$ cat src/hdl/plm_pkg.sv
// Shared types and constants for the probe loss and latency monitor.
`timescale 1ns / 1ps
`default_nettype none

package plm_pkg;

	// Item operation codes.
	localparam logic OP_SEND = 1'b0;
	localparam logic OP_RECV = 1'b1;

	// Result status codes.
	typedef enum logic [1:0] {
		ST_SENT    = 2'd0,
		ST_MATCH   = 2'd1,
		ST_UNKNOWN = 2'd2,
		ST_FOREIGN = 2'd3
	} status_t;

	// Configuration register indexes (byte address is four times the index).
	localparam logic REG_FIRST_CODE     = 1'b0;
	localparam logic REG_INFLIGHT_LIMIT = 1'b1;

	// Register reset values.
	localparam logic [7:0] FIRST_CODE_RST     = 8'd0;
	localparam logic [6:0] INFLIGHT_LIMIT_RST = 7'd3;

endpackage

`default_nettype wire

$ cat src/hdl/probe_loss_latency_monitor.sv
// Probe loss and latency monitor: top level with stamp table and window tracking.
// Throughput: one item per cycle unless out_stall holds the result; the input register
// and the result register are each one stage, and the stamp table has one write and one
// registered read port per cycle. Reset (arst_n low) clears all counters, the pending
// window, the valid flags and the configuration registers at once; the data registers
// and the stamp table are not cleared; only stamps of pending slots are ever used.
`timescale 1ns / 1ps
`default_nettype none

module probe_loss_latency_monitor
	import plm_pkg::*;
#(
	parameter int NUM_CODES = 64
) (
	input  wire logic        clk,
	input  wire logic        arst_n,
	// Input channel
	input  wire logic        in_valid,
	output logic             in_stall,
	input  wire logic        op,
	input  wire logic [7:0]  rx_byte,
	input  wire logic [31:0] now,
	// Result channel
	output logic             out_valid,
	input  wire logic        out_stall,
	output logic [1:0]       status,
	output logic [7:0]       sent_code,
	output logic [31:0]      round_trip,
	output logic [31:0]      sent_count,
	output logic [31:0]      received_count,
	output logic [31:0]      lost_count,
	output logic [47:0]      rtt_total,
	output logic             reachable,
	// Configuration port
	input  wire logic        psel,
	input  wire logic        penable,
	input  wire logic        pwrite,
	input  wire logic [2:0]  paddr,
	input  wire logic [31:0] pwdata,
	output logic [31:0]      prdata,
	output logic             pready
);

	localparam int CW = (NUM_CODES > 1) ? $clog2(NUM_CODES) : 1;
	localparam int PW = $clog2(NUM_CODES + 1);
	localparam logic [7:0]  NC8  = 8'(NUM_CODES);
	localparam logic [CW:0] NCW  = (CW + 1)'(NUM_CODES);
	localparam logic [PW-1:0] NCP = PW'(NUM_CODES);
	localparam logic [CW-1:0] LAST_IDX = CW'(NUM_CODES - 1);

	// Step an index round the cyclic window.
	function automatic logic [CW-1:0] wrap_inc(input logic [CW-1:0] v);
		logic [CW-1:0] r;
		if (v == LAST_IDX) begin
			r = '0;
		end else begin
			r = v + CW'(1);
		end
		return r;
	endfunction

	// Configuration registers.
	logic [7:0] first_code_q;
	logic [6:0] inflight_limit_q;
	logic       cfg_wr;

	assign pready = 1'b1;
	assign cfg_wr = psel && penable && pwrite && pready;

	always_ff @(posedge clk or negedge arst_n) begin
		if (!arst_n) begin
			first_code_q     <= FIRST_CODE_RST;
			inflight_limit_q <= INFLIGHT_LIMIT_RST;
		end else if (cfg_wr) begin
			unique case (paddr[2])
				REG_FIRST_CODE:     first_code_q     <= pwdata[7:0];
				REG_INFLIGHT_LIMIT: inflight_limit_q <= pwdata[6:0];
				default:            first_code_q     <= first_code_q;
			endcase
		end
	end

	// Register read-back.
	always_comb begin
		unique case (paddr[2])
			REG_FIRST_CODE:     prdata = {24'd0, first_code_q};
			REG_INFLIGHT_LIMIT: prdata = {25'd0, inflight_limit_q};
			default:            prdata = '0;
		endcase
	end

	// Handshake: the input register moves on when the result register is free.
	logic s1_valid_q;
	logic out_valid_q;
	logic fire;
	logic accept;

	assign fire     = s1_valid_q && (!out_valid_q || !out_stall);
	assign in_stall = s1_valid_q && !fire;
	assign accept   = in_valid && !in_stall;

	always_ff @(posedge clk or negedge arst_n) begin
		if (!arst_n) begin
			s1_valid_q  <= 1'b0;
			out_valid_q <= 1'b0;
		end else begin
			if (accept) begin
				s1_valid_q <= 1'b1;
			end else if (fire) begin
				s1_valid_q <= 1'b0;
			end
			if (fire) begin
				out_valid_q <= 1'b1;
			end else if (!out_stall) begin
				out_valid_q <= 1'b0;
			end
		end
	end

	// Input register.
	logic        op_s1;
	logic [7:0]  rx_s1;
	logic [31:0] now_s1;

	always_ff @(posedge clk) begin
		if (accept) begin
			op_s1  <= op;
			rx_s1  <= rx_byte;
			now_s1 <= now;
		end
	end

	// Window state.
	logic [CW-1:0] oldest_q;
	logic [CW-1:0] next_q;
	logic [PW-1:0] pending_q;
	logic [31:0]   sent_q;
	logic [31:0]   recv_q;
	logic [31:0]   lost_q;
	logic [31:0]   inflight_q;
	logic [47:0]   rtt_sum_q;
	logic          reach_q;

	// Stamp table read for the incoming beat, with bypass of a same-slot write.
	logic [7:0]    in_offset;
	logic          in_rd;
	logic [CW-1:0] rd_addr;
	logic          wr_en;
	logic [31:0]   stamp_mem [NUM_CODES];
	logic [31:0]   stamp_s1;
	logic          fwd_s1;
	logic [31:0]   fwd_now_s1;

	assign in_offset = rx_byte - first_code_q;
	assign in_rd     = accept && (op == OP_RECV) && (in_offset < NC8);
	assign rd_addr   = in_offset[CW-1:0];
	assign wr_en     = fire && (op_s1 == OP_SEND);

	always_ff @(posedge clk) begin
		if (wr_en) begin
			stamp_mem[next_q] <= now_s1;
		end
		if (in_rd) begin
			stamp_s1   <= stamp_mem[rd_addr];
			fwd_s1     <= wr_en && (next_q == rd_addr);
			fwd_now_s1 <= now_s1;
		end
	end

	// Decode of the item in the input register.
	logic [7:0]    offset;
	logic [CW-1:0] offset_idx;
	logic          in_range;
	logic [CW:0]   dist_w;
	logic [CW-1:0] gap;
	logic          pending_hit;
	logic [31:0]   stamp;
	logic [31:0]   rtt;
	logic [31:0]   inflight_inc;
	status_t       st;

	assign offset     = rx_s1 - first_code_q;
	assign offset_idx = offset[CW-1:0];
	assign in_range   = offset < NC8;

	always_comb begin
		if (offset_idx >= oldest_q) begin
			dist_w = {1'b0, offset_idx} - {1'b0, oldest_q};
		end else begin
			dist_w = {1'b0, offset_idx} + NCW - {1'b0, oldest_q};
		end
	end

	assign gap          = dist_w[CW-1:0];
	assign pending_hit  = PW'(gap) < pending_q;
	assign stamp        = fwd_s1 ? fwd_now_s1 : stamp_s1;
	assign rtt          = now_s1 - stamp;
	assign inflight_inc = inflight_q + 32'd1;

	always_comb begin
		priority if (op_s1 == OP_SEND) begin
			st = ST_SENT;
		end else if (!in_range) begin
			st = ST_FOREIGN;
		end else if (!pending_hit) begin
			st = ST_UNKNOWN;
		end else begin
			st = ST_MATCH;
		end
	end

	// State update, one item per fire.
	always_ff @(posedge clk or negedge arst_n) begin
		if (!arst_n) begin
			oldest_q   <= '0;
			next_q     <= '0;
			pending_q  <= '0;
			sent_q     <= '0;
			recv_q     <= '0;
			lost_q     <= '0;
			inflight_q <= '0;
			rtt_sum_q  <= '0;
			reach_q    <= 1'b0;
		end else if (fire) begin
			unique case (st)
				ST_SENT: begin
					next_q <= wrap_inc(next_q);
					if (pending_q == NCP) begin
						oldest_q <= wrap_inc(oldest_q);
					end else begin
						pending_q <= pending_q + PW'(1);
					end
					sent_q     <= sent_q + 32'd1;
					inflight_q <= inflight_inc;
					reach_q    <= inflight_inc <= {25'd0, inflight_limit_q};
				end
				ST_MATCH: begin
					rtt_sum_q  <= rtt_sum_q + {16'd0, rtt};
					recv_q     <= recv_q + 32'd1;
					lost_q     <= lost_q + 32'(gap);
					oldest_q   <= wrap_inc(offset_idx);
					pending_q  <= pending_q - PW'(gap) - PW'(1);
					inflight_q <= inflight_q - 32'(gap) - 32'd1;
				end
				default: begin
					reach_q <= reach_q;
				end
			endcase
		end
	end

	// Result register; the totals are read straight from the state.
	status_t     status_q;
	logic [7:0]  code_q;
	logic [31:0] rtt_q;

	always_ff @(posedge clk) begin
		if (fire) begin
			status_q <= st;
			code_q   <= (st == ST_SENT) ? first_code_q + 8'(next_q) : 8'd0;
			rtt_q    <= (st == ST_MATCH) ? rtt : 32'd0;
		end
	end

	assign out_valid      = out_valid_q;
	assign status         = status_q;
	assign sent_code      = code_q;
	assign round_trip     = rtt_q;
	assign sent_count     = sent_q;
	assign received_count = recv_q;
	assign lost_count     = lost_q;
	assign rtt_total      = rtt_sum_q;
	assign reachable      = reach_q;

endmodule

`default_nettype wire

$ cat config.mk
export PLATFORM = sky130hd
export DESIGN_NAME = probe_loss_latency_monitor
export DESIGN_NICKNAME = d
export VERILOG_FILES = /design/src/hdl/plm_pkg.sv /design/src/hdl/probe_loss_latency_monitor.sv
export SDC_FILE = /design/constraint.sdc
export NUM_CORES = 2
export LEC_CHECK = 0
export BUFFER_PORTS_ARGS = -buffer_cell sky130_fd_sc_hd__buf_2
export CAP_MARGIN = 20
export CORE_ASPECT_RATIO = 0.7
export CORE_UTILIZATION = 51
export DETAILED_ROUTE_END_ITERATION = 10
export GPL_ROUTABILITY_DRIVEN = 0
export HOLD_SLACK_MARGIN = 0.06
export PLACE_DENSITY = 0.7
export SLEW_MARGIN = 20
export SYNTH_ARGS = -nofsm -noshare
export SYNTH_HDL_FRONTEND = slang
export SYNTH_SLANG_ARGS = --single-unit
$ cat constraint.sdc
create_clock -name clk -period 11.1 [get_ports clk]
set_input_delay 0.555 -clock clk [delete_from_list [all_inputs] [get_ports clk]]
set_output_delay 0.555 -clock clk [all_outputs]
set_load 0.05 [all_outputs]
==> qor.csv <==
metric;value;unit
fmax;145;MHz
root_buffer;clkbuf_16;
drive_above_1_share;26.5;%
dieArea;0.195;mm^2
synth_cells;5005;
min_period;6.91;ns
synthArstFlopShare;8.84;%
whs;0.330;ns
dr_total_vias;51653;
p_leak;37.3;nW
p_switching;8.38;mW
rows;134;
crit_buf_inv;3;
worst_slew_pin_slew;1.20;ns
total_power;25.8;mW
rsz0062_at_grt;no;
syn_to_final_growth;12.7;%
htree_levels;4;
synth_flop_cell;edfxtp_1;
track_usage;26.1;%
swShare;32.5;%
drtPass1Iterations;6;
antenna_found_initial;31;
r2r_cells;23;
worstSetupEndpointType;flop;
setup_violations;0;
path_class;flop to flop;
finalSetupTns;0;ns
wl_met3;33700;um
crit_required;11.88;ns
path_depth;23;
hold_viol;0;
crit_family;compound AO/OA/AOI/OAI gates;
cts_tree;done;
clkPwrFrac;28.3;%
wire_per_inst;31.2;um
min_path_type;input port to async pin;
wirelength_met1;103000;um
yosys_warnings;0;
fp.dieH;370;um
drc;0;
critPathMaxFanout;77;
cts_setup_buffers;0;
nets;5664;
avgSynthCellArea;19.7;um^2
dr_wl_met2;112000;um
grt_pass1_wl;362000;um
slew_headroom;20.0;%
viasPerCell;6.34;
core_area;0.191;mm^2
numPortBuffers;253;
ant_nets;0;
slowest_stage;nor2b_1;
grt_pass1_vias;50439;
worstPathCellList;inv_1 -> ha_1 -> nor2b_1 -> o31a_1 -> o21a_1 -> nor2_1 -> xnor2_1 -> ha_1 -> a21oi_1 -> o221ai_1 -> mux2_4 -> clkinv_1 -> ha_1 -> nor2b_1 -> o2111a_1 -> o31ai_1 -> a21oi_1 -> nor2b_1 -> nand3_4 -> buf_4 -> or4_1 -> o22ai_1 -> xor2_1;
cts-resized-gates;0;
syn-cell-area;0.0984;mm^2
clk_path_buf_depth;4;
combPwrFrac;30.8;%
instances_no_fill;8145;
die_w;527;um
worst_path_largest_cell_delay;0.60;ns
synth-edff-count;2196;
wl;255000;um
drv_slew;0;
clk_pin_slew;0.07;ns
grt_max_degree;145;
clkLatencyLatePin;0.88;ns
seq_area_frac_synth;72.4;%
dp_cells;7695;
top_layer;met5;
power.internal;17.4;mW
skew;0.0579;ns
ys_ff_latch;2409;
num_io_pins;305;
ys_types;89;
startpoint_type;flop;
drt_iter0_drc;7955;
outcome;completed;
numCtsBuffers;215;
postCtsHoldBufs;53;
p_per_area;232;mW/mm^2
period_share;62.3;%
drv_cap;0;
ir_worst_vdd;186;uV
dpl.hpwl;147000;um
start_util;51.5;%
cts_num_sinks;2409;
p_seq_share;40.9;%
arrival;7.69;ns
grt_remaining_overflow;0;
==> path summary, 6_finish.rpt <==
| check | start | end | slack [ns] |
|---|---|---|---|
| worst max-delay path | first_code_q[1] | inflight_q[31] | 4.19 |
| worst min-delay path | arst_n | received_count[25] | 0.33 |
| worst max register to register | first_code_q[1] | inflight_q[31] | 4.19 |
| worst min register to register | sent_count[31] | sent_count[31] | 0.47 |
| max in group asynchronous | arst_n | sent_count[21] | 9.27 |
| min in group clk | pwrite | inflight_limit_q[6] | 0.40 |
==> area by class of cell <==
type                            instances  area (um^2)
Timing Repair Buffer                  450         2980
Fill cell                           13748        80200
Tap cell                             2516         3150
Antenna cell                           13         32.5
Clock buffer                          262         5610
Sequential cell                      2409        71300
Clock inverter                        122         1110
Inverter                               97          367
Multi-Input combinational cell       2276        26400
==> flip-flops by register name, indices dropped and copies added, names as in the netlist, 2 cells and up <==
name / cells
stamp_mem: 2048
rtt_total: 48
fwd_now_s1: 32
inflight_q: 32
lost_count: 32
now_s1: 32
received_count: 32
round_trip: 32
sent_count: 32
stamp_s1: 32
first_code_q: 8
rx_s1: 8
sent_code: 8
inflight_limit_q: 7
pending_q: 7
next_q: 6
oldest_q: 6
status: 2
==> stage by stage <==
step	worst slack (ns)	util, %	area (um^2)
2_1_floorplan	4.10	-	98500
3_3_place_gp	4.40	54.2	104000
3_5_place_dp	4.28	54.2	104000
4_1_cts	4.27	58.0	111000
5_1_grt	3.69	58.0	111000
6_report	4.19	58.0	111000
==> layout by cell type (no fill, tap or decap), types with 71 or more instances in the layout <==
| cell | Yosys | routed |
|---|---|---|
| edfxtp_1 | 2196 | 2196 |
| nand2_1 | 193 | 193 |
| buf_2 | 3 | 252 |
| xor2_1 | 97 | 97 |
| a21oi_1 | 102 | 102 |
| mux4_2 | 672 | 672 |
| ha_1 | 125 | 124 |
| dfrtp_1 | 211 | 211 |
| o21ai_0 | 105 | 105 |
| nor2_1 | 213 | 146 |
| clkbuf_16 | 0 | 217 |
| xnor2_1 | 132 | 129 |
| buf_4 | 25 | 137 |
| inv_1 | 94 | 93 |
| nand3_1 | 72 | 71 |
==> synthesized netlist by cell type, types with 5 or more instances <==
master	n	area, um^2
nor4_1	14	87.6
a211oi_1	13	97.6
o21bai_1	12	90.1
nand4_1	36	225
nand3_1	72	360
a2bb2oi_1	5	43.8
dfrtp_1	211	5280
mux2_2	17	191
nor2b_1	22	138
buf_4	25	188
o31ai_1	11	82.6
edfxtp_1	2196	65900
nand2_1	193	724
nor3b_1	11	82.6
o41ai_1	6	52.6
mux4_2	672	15100
clkbuf_1	161	604
or2_2	5	31.3
o211ai_1	11	82.6
xor2_1	97	850
a21oi_1	102	510
or4_1	5	37.5
inv_1	94	353
nor3_1	52	260
o22ai_1	7	43.8
o21ai_0	105	526
a31oi_1	18	113
nor2_1	213	800
and3_1	35	219
or3_1	10	62.6
nand4b_1	5	43.8
a21o_1	40	300
and4_1	14	123
a21boi_0	5	37.5
o21a_1	20	150
nand2b_1	16	100
fa_1	7	140
ha_1	125	1560
and2_1	31	194
buf_1	55	206
nand3b_1	7	52.6
xnor2_1	132	1160
mux2i_1	36	360
==> cell families (layout without fill, tap and decap cells) <==
logic type / Yosys count / in the layout / synth area share [%]
compound gates: 406 / 406 / 2.64
xor+xnor: 230 / 230 / 2.05
fa+ha+maj: 136 / 136 / 1.77
buf+inv: 343 / 931 / 1.42
flops: 2409 / 2409 / 72.4
mux: 726 / 726 / 16.0
other cells: 2 / 38 / 0.00763
simple gates: 753 / 753 / 3.73
==> power groups by stage <==
stage / Clock (mW) / Combinational (mW) / Sequential (mW)
final: 7.30 / 7.94 / 10.5
after CTS: 7.38 / 7.86 / 10.5
after global placement: 0 / 7.71 / 10.7
after global routing: 7.70 / 8.38 / 10.6
after floorplan: 0 / 4.85 / 11.0
after detailed placement: 0 / 7.81 / 10.7
==> routing by layer <==
layer / up-vias / global-route usage, %
li1: 21218 / -
met1: 27090 / 39.2
met4: 14 / 5.87
met3: 355 / 7.67
met5: - / 0
met2: 2976 / 37.9
Note: power is estimated with default switching activity, not from simulation.
